<file path="src/rtl/core/right_diagonal_sum_matrix_macros.svh">
// Assertion helpers used by the datapath module.
// Each macro samples on aclk and is disabled while aresetn is low.
`ifndef RIGHT_DIAGONAL_SUM_MATRIX_MACROS_SVH
`define RIGHT_DIAGONAL_SUM_MATRIX_MACROS_SVH

// Same-cycle implication
`define RDSM_ASSERT_NOW(label, ante, cons, msg) \
    label: assert property (@(posedge aclk) disable iff (!aresetn) \
        (ante) |-> (cons)) else $error(msg);

// Next-cycle implication
`define RDSM_ASSERT_NEXT(label, ante, cons, msg) \
    label: assert property (@(posedge aclk) disable iff (!aresetn) \
        (ante) |=> (cons)) else $error(msg);

`endif

</file>
<file path="src/rtl/core/rdsm_pkg.sv">
package rdsm_pkg;

    localparam int ELEM_W    = 16;
    localparam int SUM_W     = 20;
    localparam int IDX_W     = 3;
    localparam int SIZE_W    = 4;
    localparam int COUNT_W   = 7;
    localparam int CFG_IDX_W = 4;
    localparam int TDATA_W   = 32;

    // Configuration register indexes
    localparam logic [CFG_IDX_W-1:0] REG_ROW_COUNT = 4'd0;
    localparam logic [CFG_IDX_W-1:0] REG_COL_COUNT = 4'd1;

    typedef enum logic [2:0] {
        ST_LOAD,
        ST_CENTER,
        ST_DOWN,
        ST_UP,
        ST_EMIT
    } rdsm_state_t;

    typedef enum logic [1:0] {
        RD_CENTER,
        RD_DOWN,
        RD_UP
    } rdsm_rd_sel_t;

    typedef struct packed {
        logic         load_wr;
        logic         rd_en;
        rdsm_rd_sel_t rd_sel;
        logic         k_rst;
        logic         emit;
        logic         cell_next;
    } rdsm_cmd_t;

    typedef struct packed {
        logic load_final;
        logic down_ok;
        logic up_ok;
        logic cell_last;
        logic out_free;
    } rdsm_status_t;

endpackage

</file>
<file path="src/rtl/core/rdsm_datapath.sv">
`include "right_diagonal_sum_matrix_macros.svh"

module rdsm_datapath #(
    parameter int MAX_ROWS = 8,
    parameter int MAX_COLS = 8
) (
    input  logic                              aclk,
    input  logic                              aresetn,
    input  logic [rdsm_pkg::ELEM_W-1:0]       s_element,
    input  logic                              cfg_valid,
    input  logic [rdsm_pkg::CFG_IDX_W-1:0]    cfg_index,
    input  logic [rdsm_pkg::SIZE_W-1:0]       cfg_data,
    input  rdsm_pkg::rdsm_cmd_t               cmd,
    output rdsm_pkg::rdsm_status_t            status,
    output logic                              m_tvalid,
    input  logic                              m_tready,
    output logic [rdsm_pkg::TDATA_W-1:0]      m_tdata,
    output logic                              m_tlast
);
    import rdsm_pkg::*;

    localparam int DEPTH = MAX_ROWS * MAX_COLS;
    localparam int AW    = (DEPTH > 1) ? $clog2(DEPTH) : 1;

    logic [SIZE_W-1:0]        row_count_reg;
    logic [SIZE_W-1:0]        col_count_reg;
    logic [COUNT_W-1:0]       load_count_reg;
    logic [COUNT_W-1:0]       load_count_next;
    logic [IDX_W-1:0]         i_reg;
    logic [IDX_W-1:0]         j_reg;
    logic [SIZE_W-1:0]        k_reg;
    logic                     rvalid_reg;
    logic                     rfirst_reg;
    logic signed [ELEM_W-1:0] rdata_reg;
    logic signed [SUM_W-1:0]  acc_reg;
    logic                     out_valid_reg;
    logic [IDX_W-1:0]         out_row_reg;
    logic [IDX_W-1:0]         out_col_reg;
    logic signed [SUM_W-1:0]  out_sum_reg;
    logic                     out_last_reg;

    logic signed [ELEM_W-1:0] mem [DEPTH];

    logic [SIZE_W-1:0]  rows;
    logic [SIZE_W-1:0]  cols;
    logic [7:0]         total;
    logic [7:0]         count_inc;
    logic [SIZE_W:0]    down_row;
    logic [SIZE_W:0]    diag_col;
    logic [SIZE_W-1:0]  rd_row;
    logic [SIZE_W-1:0]  rd_col;
    logic [7:0]         rd_addr_full;
    logic [AW-1:0]      rd_addr;
    logic               cfg_known;

    // Clamp the size registers into the legal range
    always_comb begin
        if (row_count_reg == '0) begin
            rows = SIZE_W'(1);
        end else if (row_count_reg > SIZE_W'(MAX_ROWS)) begin
            rows = SIZE_W'(MAX_ROWS);
        end else begin
            rows = row_count_reg;
        end
        if (col_count_reg == '0) begin
            cols = SIZE_W'(1);
        end else if (col_count_reg > SIZE_W'(MAX_COLS)) begin
            cols = SIZE_W'(MAX_COLS);
        end else begin
            cols = col_count_reg;
        end
    end

    assign total     = 8'(rows) * 8'(cols);
    assign count_inc = 8'(load_count_reg) + 8'd1;
    assign cfg_known = cfg_valid &&
                       (cfg_index == REG_ROW_COUNT || cfg_index == REG_COL_COUNT);

    // Walk position for the diagonals
    assign down_row = (SIZE_W+1)'(i_reg) + (SIZE_W+1)'(k_reg);
    assign diag_col = (SIZE_W+1)'(j_reg) + (SIZE_W+1)'(k_reg);

    always_comb begin
        case (cmd.rd_sel)
            RD_CENTER: begin
                rd_row = SIZE_W'(i_reg);
                rd_col = SIZE_W'(j_reg);
            end
            RD_DOWN: begin
                rd_row = down_row[SIZE_W-1:0];
                rd_col = diag_col[SIZE_W-1:0];
            end
            RD_UP: begin
                rd_row = SIZE_W'(i_reg) - k_reg;
                rd_col = diag_col[SIZE_W-1:0];
            end
            default: begin
                rd_row = '0;
                rd_col = '0;
            end
        endcase
    end

    assign rd_addr_full = 8'(rd_row) * 8'(cols) + 8'(rd_col);
    assign rd_addr      = rd_addr_full[AW-1:0];

    // Status back to the controller
    always_comb begin
        status.load_final = (count_inc >= total);
        status.down_ok    = (down_row < (SIZE_W+1)'(rows)) &&
                            (diag_col < (SIZE_W+1)'(cols));
        status.up_ok      = (k_reg <= SIZE_W'(i_reg)) &&
                            (diag_col < (SIZE_W+1)'(cols));
        status.cell_last  = (SIZE_W'(i_reg) == rows - SIZE_W'(1)) &&
                            (SIZE_W'(j_reg) == cols - SIZE_W'(1));
        status.out_free   = !out_valid_reg || m_tready;
    end

    // Load counter: restart on any known register write, wrap on final word
    always_comb begin
        load_count_next = load_count_reg;
        if (cfg_known) begin
            load_count_next = '0;
        end else if (cmd.load_wr) begin
            if (status.load_final) begin
                load_count_next = '0;
            end else begin
                load_count_next = count_inc[COUNT_W-1:0];
            end
        end
    end

    // Control registers
    always_ff @(posedge aclk) begin
        if (!aresetn) begin
            row_count_reg  <= SIZE_W'(8);
            col_count_reg  <= SIZE_W'(8);
            load_count_reg <= '0;
            i_reg          <= '0;
            j_reg          <= '0;
            rvalid_reg     <= 1'b0;
            out_valid_reg  <= 1'b0;
        end else begin
            if (cfg_valid && cfg_index == REG_ROW_COUNT) begin
                row_count_reg <= cfg_data;
            end
            if (cfg_valid && cfg_index == REG_COL_COUNT) begin
                col_count_reg <= cfg_data;
            end
            load_count_reg <= load_count_next;
            rvalid_reg     <= cmd.rd_en;
            if (cmd.cell_next) begin
                if (SIZE_W'(j_reg) == cols - SIZE_W'(1)) begin
                    j_reg <= '0;
                    if (SIZE_W'(i_reg) == rows - SIZE_W'(1)) begin
                        i_reg <= '0;
                    end else begin
                        i_reg <= i_reg + IDX_W'(1);
                    end
                end else begin
                    j_reg <= j_reg + IDX_W'(1);
                end
            end
            if (cmd.emit) begin
                out_valid_reg <= 1'b1;
            end else if (m_tready) begin
                out_valid_reg <= 1'b0;
            end
        end
    end

    // Diagonal step counter
    always_ff @(posedge aclk) begin
        if (cmd.k_rst) begin
            k_reg <= SIZE_W'(1);
        end else if (cmd.rd_en && cmd.rd_sel != RD_CENTER) begin
            k_reg <= k_reg + SIZE_W'(1);
        end
    end

    // Matrix store: one write port for loading, one registered read port
    always_ff @(posedge aclk) begin
        if (cmd.load_wr && load_count_reg < COUNT_W'(DEPTH)) begin
            mem[load_count_reg[AW-1:0]] <= s_element;
        end
        if (cmd.rd_en) begin
            rdata_reg <= mem[rd_addr];
        end
        rfirst_reg <= cmd.rd_en && cmd.rd_sel == RD_CENTER;
    end

    // Accumulate the walk; the center word restarts the sum
    always_ff @(posedge aclk) begin
        if (rvalid_reg) begin
            if (rfirst_reg) begin
                acc_reg <= SUM_W'(rdata_reg);
            end else begin
                acc_reg <= acc_reg + SUM_W'(rdata_reg);
            end
        end
    end

    // Output register
    always_ff @(posedge aclk) begin
        if (cmd.emit) begin
            out_row_reg  <= i_reg;
            out_col_reg  <= j_reg;
            out_sum_reg  <= acc_reg;
            out_last_reg <= status.cell_last;
        end
    end

    assign m_tvalid = out_valid_reg;
    assign m_tdata  = {{(TDATA_W - SUM_W - 2*IDX_W){1'b0}},
                       out_sum_reg, out_col_reg, out_row_reg};
    assign m_tlast  = out_last_reg;

    `RDSM_ASSERT_NOW(a_read_in_matrix, cmd.rd_en,
        (rd_row < rows) && (rd_col < cols), "read outside the matrix")
    `RDSM_ASSERT_NOW(a_emit_free, cmd.emit, status.out_free,
        "result overwrites a pending word")
    `RDSM_ASSERT_NEXT(a_load_idle_walk, cmd.load_wr, !rvalid_reg,
        "walk read in flight during load")

endmodule

</file>
<file path="src/rtl/core/rdsm_ctrl.sv">
module rdsm_ctrl (
    input  logic                     aclk,
    input  logic                     aresetn,
    input  logic                     s_tvalid,
    output logic                     s_tready,
    input  rdsm_pkg::rdsm_status_t   status,
    output rdsm_pkg::rdsm_cmd_t      cmd
);
    import rdsm_pkg::*;

    rdsm_state_t state_reg;
    rdsm_state_t state_next;

    // State register
    always_ff @(posedge aclk) begin
        if (!aresetn) begin
            state_reg <= ST_LOAD;
        end else begin
            state_reg <= state_next;
        end
    end

    // Next state
    always_comb begin
        state_next = state_reg;
        case (state_reg)
            ST_LOAD: begin
                if (s_tvalid && status.load_final) begin
                    state_next = ST_CENTER;
                end
            end
            ST_CENTER: begin
                state_next = ST_DOWN;
            end
            ST_DOWN: begin
                if (!status.down_ok) begin
                    state_next = ST_UP;
                end
            end
            ST_UP: begin
                if (!status.up_ok) begin
                    state_next = ST_EMIT;
                end
            end
            ST_EMIT: begin
                if (status.out_free) begin
                    state_next = status.cell_last ? ST_LOAD : ST_CENTER;
                end
            end
            default: begin
                state_next = ST_LOAD;
            end
        endcase
    end

    // Outputs
    always_comb begin
        s_tready      = 1'b0;
        cmd.load_wr   = 1'b0;
        cmd.rd_en     = 1'b0;
        cmd.rd_sel    = RD_CENTER;
        cmd.k_rst     = 1'b0;
        cmd.emit      = 1'b0;
        cmd.cell_next = 1'b0;
        case (state_reg)
            ST_LOAD: begin
                s_tready    = 1'b1;
                cmd.load_wr = s_tvalid;
            end
            ST_CENTER: begin
                cmd.rd_en  = 1'b1;
                cmd.rd_sel = RD_CENTER;
                cmd.k_rst  = 1'b1;
            end
            ST_DOWN: begin
                cmd.rd_sel = RD_DOWN;
                cmd.rd_en  = status.down_ok;
                cmd.k_rst  = !status.down_ok;
            end
            ST_UP: begin
                cmd.rd_sel = RD_UP;
                cmd.rd_en  = status.up_ok;
            end
            ST_EMIT: begin
                cmd.emit      = status.out_free;
                cmd.cell_next = status.out_free;
            end
            default: begin
                s_tready = 1'b0;
            end
        endcase
    end

endmodule

</file>
<file path="src/rtl/core/right_diagonal_sum_matrix.sv">
// Channel  | Direction | Handshake            | Payload
// s_       | in        | s_tvalid / s_tready  | s_tdata[15:0] element
// m_       | out       | m_tvalid / m_tready  | m_tdata row, col, diag_sum; m_tlast
// cfg_     | in        | cfg_valid / cfg_ready| cfg_index register, cfg_data value
//
// Loading takes one word per cycle. After the final element each cell takes a
// center read, its d and u diagonal reads plus one end check each, and an emit,
// as every element goes through the single read port of the matrix store.
// Reset is synchronous; the store is not cleared, each load writes what it reads.
// A stalled m_ side holds the walk at the cell being emitted; s_tready is low
// until the last result is in the output register. cfg_ready stays high.
module right_diagonal_sum_matrix #(
    parameter int MAX_ROWS = 8,
    parameter int MAX_COLS = 8
) (
    input  logic                            aclk,
    input  logic                            aresetn,
    input  logic                            s_tvalid,
    output logic                            s_tready,
    input  logic [15:0]                     s_tdata,   // [15:0] element
    output logic                            m_tvalid,
    input  logic                            m_tready,
    output logic [rdsm_pkg::TDATA_W-1:0]    m_tdata,   // [2:0] row, [5:3] col,
                                                       // [25:6] diag_sum, rest zero
    output logic                            m_tlast,
    input  logic                            cfg_valid,
    output logic                            cfg_ready,
    input  logic [rdsm_pkg::CFG_IDX_W-1:0]  cfg_index,
    input  logic [rdsm_pkg::SIZE_W-1:0]     cfg_data
);
    import rdsm_pkg::*;

    rdsm_cmd_t    cmd;
    rdsm_status_t status;

    assign cfg_ready = 1'b1;

    rdsm_ctrl u_ctrl (
        .aclk     (aclk),
        .aresetn  (aresetn),
        .s_tvalid (s_tvalid),
        .s_tready (s_tready),
        .status   (status),
        .cmd      (cmd)
    );

    rdsm_datapath #(
        .MAX_ROWS (MAX_ROWS),
        .MAX_COLS (MAX_COLS)
    ) u_datapath (
        .aclk      (aclk),
        .aresetn   (aresetn),
        .s_element (s_tdata),
        .cfg_valid (cfg_valid),
        .cfg_index (cfg_index),
        .cfg_data  (cfg_data),
        .cmd       (cmd),
        .status    (status),
        .m_tvalid  (m_tvalid),
        .m_tready  (m_tready),
        .m_tdata   (m_tdata),
        .m_tlast   (m_tlast)
    );

endmodule
</file>
<file path="config.mk">
export PLATFORM = sky130hd
export DESIGN_NAME = right_diagonal_sum_matrix
export DESIGN_NICKNAME = d
export VERILOG_FILES = /design/src/rtl/core/rdsm_pkg.sv /design/src/rtl/core/rdsm_datapath.sv /design/src/rtl/core/rdsm_ctrl.sv /design/src/rtl/core/right_diagonal_sum_matrix.sv
export VERILOG_INCLUDE_DIRS = /design/src /design/src/rtl/core
export SDC_FILE = /design/constraint.sdc
export NUM_CORES = 1
export LEC_CHECK = 0
export ABC_CLOCK_PERIOD_IN_PS = 6800
export BUFFER_PORTS_ARGS = -buffer_cell sky130_fd_sc_hd__buf_2
export CAP_MARGIN = 30
export CORE_MARGIN = 8
export CORE_UTILIZATION = 45
export CTS_BUF_LIST = sky130_fd_sc_hd__clkbuf_8 sky130_fd_sc_hd__clkbuf_16
export DETAILED_ROUTE_END_ITERATION = 12
export PLACE_DENSITY = 0.7
export SLEW_MARGIN = 20
export SYNTH_ARGS = -nofsm -noshare
export SYNTH_HDL_FRONTEND = slang
export SYNTH_SLANG_ARGS = --single-unit
export TNS_END_PERCENT = 10
</file>
<file path="constraint.sdc">
create_clock -name aclk -period 6.8 [get_ports aclk]
set_input_delay 0.34 -clock aclk [delete_from_list [all_inputs] [get_ports aclk]]
set_output_delay 0.34 -clock aclk [all_outputs]
set_load 0.02 [all_outputs]
</file>
==> flow_summary.json, run 1 <==
{
  "totalPowerFinal_w": 0.0157,
  "dieArea_um2": 112000,
  "place_inst": 3951,
  "clk_latency_ns": 0.71,
  "yosys_warnings": 0,
  "cts.sinks": 1118,
  "cts_made_buffers": 108,
  "synthDistinctLibCells": 71,
  "grt_max_degree": 79,
  "grt_use_met2": 0.310,
  "num_antenna_cells": 0,
  "fin_crit_sh": 0.917,
  "cts_tree": "yes",
  "grt_pass1_wl_um": 165000,
  "initial_core_util": 0.452,
  "dp_hpwl_um": 68600,
  "die_w_um": 335,
  "critPathKind": "flop to flop",
  "die_h_um": 335,
  "cts_buffer_depth": 3,
  "fillers": 8000,
  "power_density_nw_per_um2": 303,
  "ys_seq_area_frac": 0.727,
  "drv_cap": 0,
  "htreeDepth": 3,
  "layout.cells.non_filler": 4156,
  "status": "completed",
  "antenna_found_initial": 2,
  "synth_common_cells": "edfxtp_1 (1,087), nand2_1 (316), mux4_2 (256)",
  "tns_ns": 0,
  "num_io_pins": 65,
  "rsz0062_at_grt": "no",
  "top_usage_layer": "met2",
  "synth-seq-cells": 1118,
  "avgSynthCellArea_um2": 18.0,
  "grt_pass1_vias": 24400,
  "grt_remaining_overflow": 0,
  "grt.met1_usage": 0.272,
  "end_kind": "flop",
  "drc": 0,
  "postCtsSetupRepairBufs": 0,
  "clockRootBuffer": "clkbuf_16",
  "first_pass_iters": 6,
  "synth-edff-count": 1087,
  "hold_ws_ns": 0.0640,
  "finalCriticalPeriod_ns": 6.23,
  "synth_area_leader_cell": "edfxtp_1",
  "syn_area_um2": 45800,
  "ant_nets": 0,
  "routabilityCongestion": 0.900,
  "viasPerCell": 5.93,
  "io_buffers": 57,
  "wl_um": 112000,
  "critPathMaxFanout": 66,
  "drv_slew": 0,
  "startpoint_type": "flop",
  "p_leak_nw": 17.3,
  "finish.instance_area_um2": 51800,
  "grtUsageMet3": 0.0468,
  "grt_use_total": 0.198,
  "relSlewSlack": 0.373,
  "hold_path_class": "primary input to flop",
  "area_growth_pct": 13.3,
  "drive_gt1_frac": 0.220,
  "core_area_um2": 101000,
  "synth_area_leaders": "edfxtp_1 (71%), mux4_2 (13%), nand2_1 (2.6%), ha_1 (2.1%), nand3_1 (1.6%)",
  "rows": 117,
  "place_area_um2": 48200,
  "setup_violations": 0,
  "hold_viol": 0,
  "worst_slew_pin_slew_ns": 0.940,
  "required_ns": 7.35,
  "drt_iter0_drc": 3186,
  "synth_top_area_frac": 0.713,
  "wl_per_cell_um": 27.1,
  "largest_reg_flops": 1024,
  "nets": 2820,
  "async_reset_ff_frac": 0,
  "timing.fmax_ghz": 0.160,
  "synth_most_common_cell": "edfxtp_1",
  "num_vias": 24600,
  "netlist_instances": 2544,
  "vdd_ir_drop_max_mv": 0.233,
  "clock_skew_ns": 0.0659,
  "crit_arrival_ns": 6.78,
  "cts.clk_slew.worst_paths_ns": 0.06,
  "synthFlopType": "edfxtp_1"
}
==> routing by layer <==
metal / part of all wire / vias to the layer above
met5: 0.000062 / -
met4: 0.036 / 2
met3: 0.11 / 218
met2: 0.47 / 1320
met1: 0.39 / 12700
li1: - / 10300
==> kinds of logic after synthesis <==
family,count (synthesis),synth area share
other,2,0.000164
flip-flops,1118,0.727
multiplexers,284,0.132
AO/OA/AOI/OAI,149,0.0229
AND/OR/NAND/NOR,685,0.0665
adder cells (fa/ha/maj),89,0.0266
XOR/XNOR,44,0.00883
buffers and inverters,173,0.0158
==> report_power, final <==
| part | internal [W] | leakage, nW | switching, W |
|---|---|---|---|
| Clock | 0.00335 | 1.77 | 0.00258 |
| Combinational | 0.000814 | 5.49 | 0.00119 |
| Sequential | 0.00769 | 10.0 | 0.0000809 |
| Total | 0.0118 | 17.3 | 0.00385 |
==> repair_timing <==
action                                 4_1_cts  5_1_grt
resized for setup                            0        0
hold buffers                                 5        0
endpoints found under the hold margin        9        0
==> metrics by stage <==
| stage | setup WS (ns) | util |
|---|---|---|
| 2_1_floorplan | 1.87 | - |
| 3_3_place_gp | 0.716 | 0.476 |
| 3_5_place_dp | 0.624 | 0.476 |
| 4_1_cts | 0.602 | 0.511 |
| 5_1_grt | 0.306 | 0.512 |
| 6_report | 0.568 | 0.512 |
==> worst paths after layout <==
check                              start                     endpoint  slack, ns  depth (start not counted)
setup / recovery     u_datapath.k_reg[0]      u_datapath.rdata_reg[1]       0.57                         18
hold / removal                   aresetn  u_datapath.col_count_reg[3]       0.06                          2
hold reg to reg   u_datapath.acc_reg[14]   u_datapath.out_sum_reg[14]       0.46                          0
setup reg to reg     u_datapath.k_reg[0]      u_datapath.rdata_reg[1]       0.57                         18
==> worst max-delay path: stages, from the launching register on <==
cell	delay (ns)
dfxtp_1	0.36
ha_1	0.27
fa_1	0.42
xnor2_1	0.27
a222oi_1	0.16
nor2_1	0.27
nand2_1	0.14
fa_1	0.59
fa_1	0.46
fa_1	0.51
inv_1	0.05
ha_1	0.33
a21oi_1	0.47
xor2_4	0.54
buf_12	0.38
nand2_1	0.09
nand3_1	0.25
nand4_1	0.28
mux2i_1	0.21
==> layout make-up <==
type,instances,area [µm²],share of cell area
clock buffer,109,2730,0.0526
clock inverter,87,817,0.0158
inverter,44,165,0.00319
multi-input combinational,1258,11800,0.229
sequential,1118,33300,0.642
tap,1368,1710,0.0330
timing repair buffer,172,1300,0.0250
==> placed cells by master (no fill, tap or decap), drive strengths merged, types with 16 or more instances in the layout <==
| master | count |
|---|---|
| edfxtp | 1087 |
| nand2 | 316 |
| mux4 | 256 |
| buf | 167 |
| nand3 | 149 |
| nor2 | 116 |
| clkbuf | 109 |
| ha | 75 |
| inv | 58 |
| clkinv | 55 |
| a21oi | 36 |
| nand4 | 34 |
| dfxtp | 31 |
| o21ai | 29 |
| mux2i | 27 |
| xnor2 | 24 |
| xor2 | 20 |
| a21o | 16 |
Note: power is estimated with default switching activity, not from simulation.
==> inputs of run 2 (changes only) <==
- CELL_PAD_IN_SITES_DETAIL_PLACEMENT: not set -> 0
- CELL_PAD_IN_SITES_GLOBAL_PLACEMENT: not set -> 1
- PLACE_DENSITY: 0.7 -> 0.77
==> run 2 against run 1 <==
Against the previous run: sequential cell count unchanged; clock power down 1%; hold slack worse by 0.0066 ns; clock skew down 0.045 ns; design area up 0.22%; count of clock-buffer cells in the layout up 1; critical path type unchanged; largest cell class unchanged; highest routed layer unchanged.
==> flow_summary.json, run 2 (synthesis results as in run 1) <==
{
  "clock_power_share": 0.375,
  "min_to": "u_datapath.row_count_reg[3]",
  "relSlewSlack": 0.333,
  "hold_path_class": "primary input to flop",
  "die_h_um": 335,
  "grt_remaining_overflow": 0,
  "postCtsSetupRepairBufs": 0,
  "die_w_um": 335,
  "rsz0062_at_grt": "no",
  "core_area_um2": 101000,
  "cts_tree": "yes",
  "htreeDepth": 3,
  "cp_slowest_cell": "fa_1",
  "dp_slack_ns": 0.784,
  "worstRegToRegCells": 19,
  "tns_ns": 0,
  "totalPowerFinal_w": 0.0156,
  "grt_pass1_vias": 24800,
  "mostFrequentLayoutCell": "edfxtp_1",
  "clk_latency_ns": 0.67,
  "r2r-start": "u_datapath.k_reg[0]",
  "critPathMaxFanout": 74,
  "layout_setup_ws_ns": 0.712,
  "end_kind": "flop",
  "grt_pass1_wl_um": 164000,
  "timing.fmax_ghz": 0.164,
  "cp-startpoint": "u_datapath.k_reg[0]",
  "r2r_slack_ns": 0.71,
  "drv_slew": 0,
  "p_sw_w": 0.00376,
  "top_layer": "met5",
  "hold_viol": 0,
  "cts.clk_slew.worst_paths_ns": 0.06,
  "hold_buffers": 6,
  "fin_crit_sh": 0.895,
  "p_int_w": 0.0118,
  "fillers": 7959,
  "vdd_ir_drop_max_mv": 0.208,
  "setup_violations": 0,
  "cts_buffer_depth": 3,
  "rr_endpoint": "u_datapath.rdata_reg[9]",
  "hold_ws_ns": 0.0574,
  "crit_arrival_ns": 6.59,
  "layout.cells.non_filler": 4144,
  "grt_max_degree": 75,
  "drive_gt1_frac": 0.227,
  "status": "completed",
  "clock_skew_ns": 0.0205,
  "cts_resized": 0,
  "wl_met3_um": 11900,
  "dieArea_um2": 112000,
  "finalCriticalPeriod_ns": 6.09,
  "critPathKind": "flop to flop",
  "hold_depth": 2,
  "largest_reg_flops": 1024,
  "pwr-share-seq": 0.498,
  "num_io_pins": 65,
  "cts.sinks": 1118,
  "ant_nets": 0,
  "dp_hpwl_um": 68500,
  "cts_made_buffers": 107,
  "worst_slew_pin_slew_ns": 0.999,
  "cp_common_cell": "fa_1",
  "first_pass_iters": 6,
  "num_antenna_cells": 0,
  "antenna_found_initial": 5,
  "startpoint_type": "flop",
  "power_density_nw_per_um2": 300,
  "drt-met1-wl_um": 44500,
  "initial_core_util": 0.452,
  "grt_use_total": 0.195,
  "ff_latch_area_um2": 33300,
  "nets": 2808,
  "mostFrequentLayoutCells": "edfxtp_1 (1,087), nand2_1 (316), mux4_2 (256)",
  "wl_per_cell_um": 26.8,
  "drv_cap": 0,
  "area_growth_pct": 13.5,
  "pwr-share-comb": 0.127,
  "multi_input_area_um2": 11900,
  "route.met2.wl_um": 51300,
  "min_from": "aresetn",
  "io_buffers": 57,
  "required_ns": 7.31,
  "wl_um": 111000,
  "drc": 0,
  "clockRootBuffer": "clkbuf_16",
  "drt_iter0_drc": 2771,
  "place_inst": 3926,
  "rows": 117,
  "num_vias": 24400,
  "routabilityCongestion": 0.888,
  "slowest_delay_ns": 0.50,
  "switching_share": 0.241,
  "p_leak_nw": 17.3,
  "viasPerCell": 5.90,
  "cp_cell_sequence": "ha_1 -> fa_1 -> xnor2_1 -> a222oi_1 -> nor2_1 -> nand2_1 -> fa_1 -> fa_1 -> fa_1 -> inv_1 -> ha_1 -> a21oi_1 -> xnor2_2 -> buf_12 -> buf_12 -> nand2_1 -> nand3_1 -> nand4_1 -> mux2i_1"
}
## run 2: cell count changes in the layout (fill, tap and decap cells not counted), moves of 3 or more
| cell | delta |
|---|---|
| nor2_2 | +33 |
| clkinv_8 | -3 |
| buf_6 | +13 |
| buf_8 | +17 |
| inv_1 | +10 |
| clkinv_4 | -5 |
| clkinv_1 | -4 |
| buf_4 | -42 |
| nor2_1 | -35 |
## run 2: critical path: cells and delay by family, from the launching register on
kind | cells | cell delay (ns)
adders and majority gates | 6 | 2.40
AOI/OAI and AO/OA | 2 | 0.93
and+or+nand+nor | 5 | 0.85
buffers and inverters | 3 | 0.71
DFF | 1 | 0.37
xor gates and xnor gates | 2 | 0.36
muxes | 1 | 0.18
## run 2: power by group through the flow
stage          clock, W  combinational (W)  sequential (W)
6_report        0.00585            0.00199         0.00776
5_1_grt         0.00619            0.00214         0.00777
4_1_cts         0.00594            0.00199         0.00777
3_5_place_dp          0            0.00198         0.00791
3_3_place_gp          0            0.00194         0.00791
2_1_floorplan         0            0.00135         0.00787
## run 2: worst max-delay path by stage
stage,slack [ns],cells past startpoint,endpoint
floorplan,1.87,19,u_datapath.rdata_reg[10]
global placement,0.86,21,u_datapath.rdata_reg[1]
detailed placement,0.78,19,u_datapath.rdata_reg[9]
CTS,0.73,19,u_datapath.rdata_reg[9]
global route,0.34,19,u_datapath.rdata_reg[1]
finish,0.71,19,u_datapath.rdata_reg[9]
## run 2: final cells by class
class / count / area share
well taps: 1368 / 0.0330
flip-flops and latches: 1118 / 0.640
multi-input cells: 1258 / 0.230
clock inverters: 85 / 0.0137
repair buffers: 161 / 0.0268
clock buffers: 110 / 0.0530
inverters: 44 / 0.00318
## run 2: through the flow
stage | instance area, µm² | utilization
after global placement | 48000 | 0.473
final | 51900 | 0.513
after floorplan | 45800 | -
after global routing | 51900 | 0.513
after CTS | 51700 | 0.511
after detailed placement | 48200 | 0.476
## run 2: layer usage
metal / track usage / up-vias
met5: 0 / -
met4: 0.0603 / 4
met3: 0.0533 / 189
met2: 0.302 / 1229
met1: 0.272 / 12700
li1: - / 10300
